`config.mk`:
```
export PLATFORM = sky130hd
export DESIGN_NAME = utf8_stream_decoder
export DESIGN_NICKNAME = d
export VERILOG_FILES = /design/src/hdl/utf8sd_pkg.sv /design/src/hdl/utf8sd_step.sv /design/src/hdl/utf8_stream_decoder.sv
export VERILOG_INCLUDE_DIRS = /design/src /design/src/hdl
export SDC_FILE = /design/constraint.sdc
export NUM_CORES = 1
export LEC_CHECK = 0
export ABC_CLOCK_PERIOD_IN_PS = 4300
export BUFFER_PORTS_ARGS = -buffer_cell sky130_fd_sc_hd__buf_2
export CAP_MARGIN = 5
export CORE_MARGIN = 5
export CORE_UTILIZATION = 55
export CTS_BUF_LIST = sky130_fd_sc_hd__clkbuf_2
export CTS_CLUSTER_SIZE = 16
export DETAILED_ROUTE_END_ITERATION = 8
export PLACE_DENSITY = 0.78
export SYNTH_ARGS = -nofsm -noshare
export SYNTH_HDL_FRONTEND = slang
export SYNTH_HIERARCHICAL = 1
export SYNTH_SLANG_ARGS = --single-unit
```
`constraint.sdc`:
```
create_clock -name clock -period 4.3 [get_ports clock]
set_input_delay 0.43 -clock clock [delete_from_list [all_inputs] [get_ports clock]]
set_output_delay 0.43 -clock clock [all_outputs]
set_load 0.05 [all_outputs]
```
`src/hdl/utf8_stream_decoder_assert.svh`:
```
// Assertion macros shared by the UTF-8 stream decoder RTL.
`ifndef UTF8_STREAM_DECODER_ASSERT_SVH
`define UTF8_STREAM_DECODER_ASSERT_SVH
`ifndef ASSERT_OFF
`define UTF8SD_ASSERT_IMPL(label, clk, rst, ante, cons) \
   label: assert property (@(posedge clk) disable iff (rst) (ante) |-> (cons)) \
      else $error("utf8 decoder assertion failed");
`define UTF8SD_ASSERT_NEXT(label, clk, rst, ante, cons) \
   label: assert property (@(posedge clk) disable iff (rst) (ante) |=> (cons)) \
      else $error("utf8 decoder assertion failed");
`else
`define UTF8SD_ASSERT_IMPL(label, clk, rst, ante, cons)
`define UTF8SD_ASSERT_NEXT(label, clk, rst, ante, cons)
`endif
`endif

```
`src/hdl/utf8sd_pkg.sv`:
```
// Types, constants and helper functions of the UTF-8 stream decoder.
`timescale 1ns / 1ps
`default_nettype none
package utf8sd_pkg;

   localparam int CpWidth  = 21;
   localparam int LenWidth = 4;

   localparam logic [7:0] CONT_MASK      = 8'hC0;
   localparam logic [7:0] CONT_TAG       = 8'h80;
   localparam logic [7:0] TRAIL_PAYLOAD  = 8'h3F;
   localparam logic [7:0] OVERLONG2_MASK = 8'hFE;
   localparam logic [7:0] OVERLONG2_TAG  = 8'hC0;
   localparam logic [7:0] LEAD_E0_BYTE   = 8'hE0;
   localparam logic [7:0] LEAD_F0_BYTE   = 8'hF0;
   localparam logic [7:0] E0_TRAIL_MASK  = 8'hE0;
   localparam logic [7:0] F0_TRAIL_MASK  = 8'hF0;
   localparam logic [3:0] MAX_VALID_LEN  = 4'd4;

   typedef enum logic [1:0] {
      LEAD_OTHER = 2'd0,
      LEAD_E0    = 2'd1,
      LEAD_F0    = 2'd2
   } lead_kind_type;

   typedef struct packed {
      logic [2:0]          bytes_left;
      logic [CpWidth-1:0]  accumulator;
      logic                bad_so_far;
      lead_kind_type       lead_kind;
      logic                first_trail_pending;
      logic [LenWidth-1:0] length_seen;
   } state_type;

   typedef struct packed {
      logic [CpWidth-1:0]  code_point;
      logic                malformed;
      logic [LenWidth-1:0] item_length;
   } result_type;

   // Number of leading one bits of a byte, 0 to 8.
   function automatic logic [3:0] leading_ones(input logic [7:0] b);
      logic [3:0] n;
      if (!b[7]) begin
         n = 4'd0;
      end else if (!b[6]) begin
         n = 4'd1;
      end else if (!b[5]) begin
         n = 4'd2;
      end else if (!b[4]) begin
         n = 4'd3;
      end else if (!b[3]) begin
         n = 4'd4;
      end else if (!b[2]) begin
         n = 4'd5;
      end else if (!b[1]) begin
         n = 4'd6;
      end else if (!b[0]) begin
         n = 4'd7;
      end else begin
         n = 4'd8;
      end
      return n;
   endfunction

endpackage
`default_nettype wire

```
`src/hdl/utf8sd_step.sv`:
```
// Per-word decode step: next decoder state and the result of one byte.
`timescale 1ns / 1ps
`default_nettype none
module utf8sd_step (
   input  wire logic [7:0]           in_byte,
   input  wire utf8sd_pkg::state_type cur_state,
   output utf8sd_pkg::state_type     next_state,
   output logic                      emit,
   output utf8sd_pkg::result_type    result
);

   logic [3:0] lead_len;
   logic [2:0] left_after;
   logic       bad_now;

   assign lead_len   = utf8sd_pkg::leading_ones(in_byte);
   assign left_after = cur_state.bytes_left - 3'd1;

   always_comb begin
      next_state = cur_state;
      emit       = 1'b0;
      result     = '0;
      bad_now    = cur_state.bad_so_far;
      if (cur_state.bytes_left == 3'd0) begin
         if (!in_byte[7] || (in_byte & utf8sd_pkg::CONT_MASK) == utf8sd_pkg::CONT_TAG) begin
            // ASCII or a stray continuation word passes through as itself.
            emit               = 1'b1;
            result.code_point  = {13'd0, in_byte};
            result.malformed   = 1'b0;
            result.item_length = 4'd1;
         end else begin
            next_state.accumulator = '0;
            next_state.bad_so_far  = 1'b0;
            next_state.lead_kind   = utf8sd_pkg::LEAD_OTHER;
            if (lead_len > utf8sd_pkg::MAX_VALID_LEN) begin
               next_state.bad_so_far = 1'b1;
            end else begin
               case (lead_len)
                  4'd2:    next_state.accumulator = {16'd0, in_byte[4:0]};
                  4'd3:    next_state.accumulator = {17'd0, in_byte[3:0]};
                  default: next_state.accumulator = {18'd0, in_byte[2:0]};
               endcase
               if ((in_byte & utf8sd_pkg::OVERLONG2_MASK) == utf8sd_pkg::OVERLONG2_TAG) begin
                  next_state.bad_so_far = 1'b1;
               end else if (in_byte == utf8sd_pkg::LEAD_E0_BYTE) begin
                  next_state.lead_kind = utf8sd_pkg::LEAD_E0;
               end else if (in_byte == utf8sd_pkg::LEAD_F0_BYTE) begin
                  next_state.lead_kind = utf8sd_pkg::LEAD_F0;
               end
            end
            // An eight-byte lead wraps to seven trailing words.
            next_state.bytes_left          = lead_len[2:0] - 3'd1;
            next_state.length_seen         = lead_len;
            next_state.first_trail_pending = 1'b1;
         end
      end else begin
         if (cur_state.first_trail_pending) begin
            case (cur_state.lead_kind)
               utf8sd_pkg::LEAD_E0: begin
                  if ((in_byte & utf8sd_pkg::E0_TRAIL_MASK) == utf8sd_pkg::CONT_TAG)
                     bad_now = 1'b1;
               end
               utf8sd_pkg::LEAD_F0: begin
                  if ((in_byte & utf8sd_pkg::F0_TRAIL_MASK) == utf8sd_pkg::CONT_TAG)
                     bad_now = 1'b1;
               end
               default: ;
            endcase
         end
         if ((in_byte & utf8sd_pkg::CONT_MASK) != utf8sd_pkg::CONT_TAG)
            bad_now = 1'b1;
         next_state.first_trail_pending = 1'b0;
         next_state.bad_so_far          = bad_now;
         next_state.accumulator         = {cur_state.accumulator[14:0],
                                           in_byte[5:0] & utf8sd_pkg::TRAIL_PAYLOAD[5:0]};
         next_state.bytes_left          = left_after;
         if (left_after == 3'd0) begin
            emit               = 1'b1;
            result.code_point  = bad_now ? '0 : next_state.accumulator;
            result.malformed   = bad_now;
            result.item_length = cur_state.length_seen;
            next_state         = '0;
         end
      end
   end

endmodule
`default_nettype wire

```
`src/hdl/utf8_stream_decoder.sv`:
```
// Top level of the UTF-8 stream decoder with its handshake and result register.
`timescale 1ns / 1ps
`default_nettype none
// Decodes a UTF-8 stream at one byte per clock while rsp_ready does not stall it.
// Each accepted word updates the item state; when the last byte of an item is taken,
// the code point, malformed flag and item length appear in the result register on the
// next cycle. The input stays ready while the result register is empty or being
// drained, so with rsp_ready held high one byte is taken every cycle.
// Malformed items (overlong, bad trailing byte, or longer than four bytes) report
// code point zero; stray continuation bytes pass through as length-one items.
`include "utf8_stream_decoder_assert.svh"
module utf8_stream_decoder (
   input  wire logic                           clock,
   input  wire logic                           reset,
   input  wire logic                           req_valid,
   output logic                                req_ready,
   input  wire logic [7:0]                     req_in_byte,
   output logic                                rsp_valid,
   input  wire logic                           rsp_ready,
   output logic [utf8sd_pkg::CpWidth-1:0]      rsp_code_point,
   output logic                                rsp_malformed,
   output logic [utf8sd_pkg::LenWidth-1:0]     rsp_item_length
);

   utf8sd_pkg::state_type  state_ff;
   utf8sd_pkg::state_type  state_in;
   utf8sd_pkg::result_type result_ff;
   utf8sd_pkg::result_type result_in;
   logic                   rsp_valid_ff;
   logic                   rsp_valid_in;
   logic                   emit;
   logic                   req_fire;

   utf8sd_step u_step (
      .in_byte    (req_in_byte),
      .cur_state  (state_ff),
      .next_state (state_in),
      .emit       (emit),
      .result     (result_in)
   );

   assign req_ready = !rsp_valid_ff || rsp_ready;
   assign req_fire  = req_valid && req_ready;

   always_comb begin
      rsp_valid_in = rsp_valid_ff && !rsp_ready;
      if (req_fire && emit)
         rsp_valid_in = 1'b1;
   end

   always_ff @(posedge clock) begin
      if (reset) begin
         state_ff     <= '0;
         rsp_valid_ff <= 1'b0;
      end else begin
         rsp_valid_ff <= rsp_valid_in;
         if (req_fire)
            state_ff <= state_in;
      end
   end

   always_ff @(posedge clock) begin
      if (req_fire && emit)
         result_ff <= result_in;
   end

   assign rsp_valid       = rsp_valid_ff;
   assign rsp_code_point  = result_ff.code_point;
   assign rsp_malformed   = result_ff.malformed;
   assign rsp_item_length = result_ff.item_length;

   // An open item always comes from a lead of two or more bytes.
   `UTF8SD_ASSERT_IMPL(a_open_len, clock, reset,
      state_ff.bytes_left != 3'd0, state_ff.length_seen >= 4'd2)
   // The first-trail flag is only set while trailing words are expected.
   `UTF8SD_ASSERT_IMPL(a_first_open, clock, reset,
      state_ff.first_trail_pending, state_ff.bytes_left != 3'd0)
   // A rejected item never carries a code point.
   `UTF8SD_ASSERT_IMPL(a_bad_zero, clock, reset,
      rsp_valid && rsp_malformed, rsp_code_point == '0)
   // Items longer than four bytes are always rejected.
   `UTF8SD_ASSERT_IMPL(a_long_bad, clock, reset,
      rsp_valid && rsp_item_length > 4'd4, rsp_malformed)
   // A word that closes an item while the output is free shows up next cycle.
   `UTF8SD_ASSERT_NEXT(a_emit_shows, clock, reset,
      req_fire && emit, rsp_valid)

endmodule
`default_nettype wire

```
==> out/metrics.cfg <==
[clock_network]
cts_buffer_depth = 2
cts_made_buffers = 5
cts-root-buf = clkbuf_2
cts_resized = 0
cts_sinks = 53
post-cts-setup-buffers = 0
clk_pin_slew_ps = 270
ctsHtreeMaxLevel = 2
cts_tree = done
ctsHoldBuffers = 0
clkLatencyLatePin_ps = 450

[sta]
worst_clock_skew_ps = 26.42
slew-limit-headroom_pct = 55.67
tightest_slew_ps = 662.5
setup_viol = 0
max_freq_mhz = 401.6
post-route-min-period_ps = 2490
rsz0062_at_grt = no
period_share_pct = 57.91
tns_ps = 0
final_max_slew_viol_count = 0
report.final.hold_viol_count = 0

[global_route]
grt_start_max_net_pins = 54
grt_overflow = 0
track_usage_pct = 18.81
antenna_found_initial = 0
grt_pass1_wl_mm = 10.58
grt_busiest_layer = met2
grt_pass1_vias = 2048
met3_usage_pct = 4.455
use_met1_pct = 25.05
grt_use_met2_pct = 29.74

[worst_setup_path]
ff2ff_path_depth = 8
rrSetupSlack_ps = 1810
path_class = reg2reg
setup.worst_path.start = state_ff[29]
worst_r2r_endpoint = rsp_code_point[7]
r2r-start = state_ff[29]
endpoint_kind = flop
cp_max_fo = 26
critPathCapture = rsp_code_point[7]
crit_arrival_ps = 2650
cp-start-kind = flop
cp_data_required_time_ps = 4460

[die]
die_h_um = 83.20
coreArea_um2 = 5140
start_util_pct = 57.33
ios = 40
die-area_um2 = 6921
die_w_um = 83.20
floorplan.rows = 26

[run_status]
status = finished clean

[power_and_ir_drop]
irDropWorstVdd_mv = 0.2349
power.leakage_nw = 1.218
p_per_area_nw_per_um2 = 463.3

[detailed_routing]
drc = 0
first_pass_iters = 4
drt_iter0_drc = 200
routedWlPerCell_um = 17.07
ant_nets = 0
viasPerCell = 6.011
vias = 2266
finalWirelength_mm = 6.434

[cells_and_area]
design_area_um2 = 3167
drive_above_1_share_pct = 27.36
final_common_cell = buf_2
final_cell_mix = buf_2 (39), nand2b_1 (29), dfxtp_1 (27), nand4b_1 (26), edfxtp_1 (26)
fin_nets = 325
diodes = 0
area_growth_pct = 7.474

[placement]
dpl_cell_area_um2 = 3098
io_buffers = 39
hpwlAfterDp_mm = 4.308
place_congestion = 0.8275

[logic_synthesis]
netlist_instances = 286
synth_area_um2 = 2947
synth_fp_nets = 305
avgSynthCellArea_um2 = 10.30
yosysWarningCount = 6

[worst_hold_path]
hold_class = in2reg

[job]
drv_cap = 0

-- state kept, by name (all words and copies together) (netlist names) --
signal,count
rsp_code_point,21
rsp_item_length,4
rsp_valid,1
rsp_malformed,1
state_ff,26
-- worst max-delay path, stage by stage, from the launching register on --
cell,delay (ps)
dfxtp_1,410
inv_1,100
ha_1,230
nand2b_1,170
nor2_1,550
or2_2,220
nand2_1,70
nor2b_2,130
buf_4,320
-- report_power, final --
part	internal (W)	switching, W
clock	0.0000996	0.000163
sequential	0.000610	0.0000352
combinational	0.000157	0.000402
-- worst min path at each step --
stage	slack [ps]	cells after the start	end	start
floorplan	450	2	state_ff[7]	state_ff[7]
global placement	470	2	state_ff[7]	state_ff[7]
detailed placement	480	2	state_ff[3]	state_ff[3]
CTS	310	2	rsp_code_point[0]	req_in_byte[0]
global route	280	2	rsp_code_point[0]	req_in_byte[0]
finish	330	2	rsp_code_point[0]	req_in_byte[0]
-- layer usage --
layer,part of all wire (%),wire [um]
met2,46,2977
met5,0,0
met3,6.6,426
met1,46,2938
met4,1.4,92
-- area by class of cell --
class,count,area (um^2)
clock inverter,3,43.79
tap,70,87.58
inverter,6,22.52
multi-input combinational,198,1449
timing repair buffer,42,217.7
fill,449,1973
sequential,53,1321
clock buffer,5,25.02
-- stage by stage --
stage | setup slack (ps) | hold WS [ps] | util [%] | total power, W | std cells
after floorplan | 1110 | 448.3 | - | 0.001099 | 286
after global placement | 1860 | 465.0 | 60.27 | 0.001203 | 369
after detailed placement | 1836 | 475.7 | 60.27 | 0.001210 | 369
after CTS | 1810 | 307.2 | 61.61 | 0.001470 | 377
after global routing | 1613 | 279.4 | 61.61 | 0.001540 | 377
final | 1810 | 332.3 | 61.61 | 0.001467 | 377
Note: power is estimated with default switching activity, not from simulation.
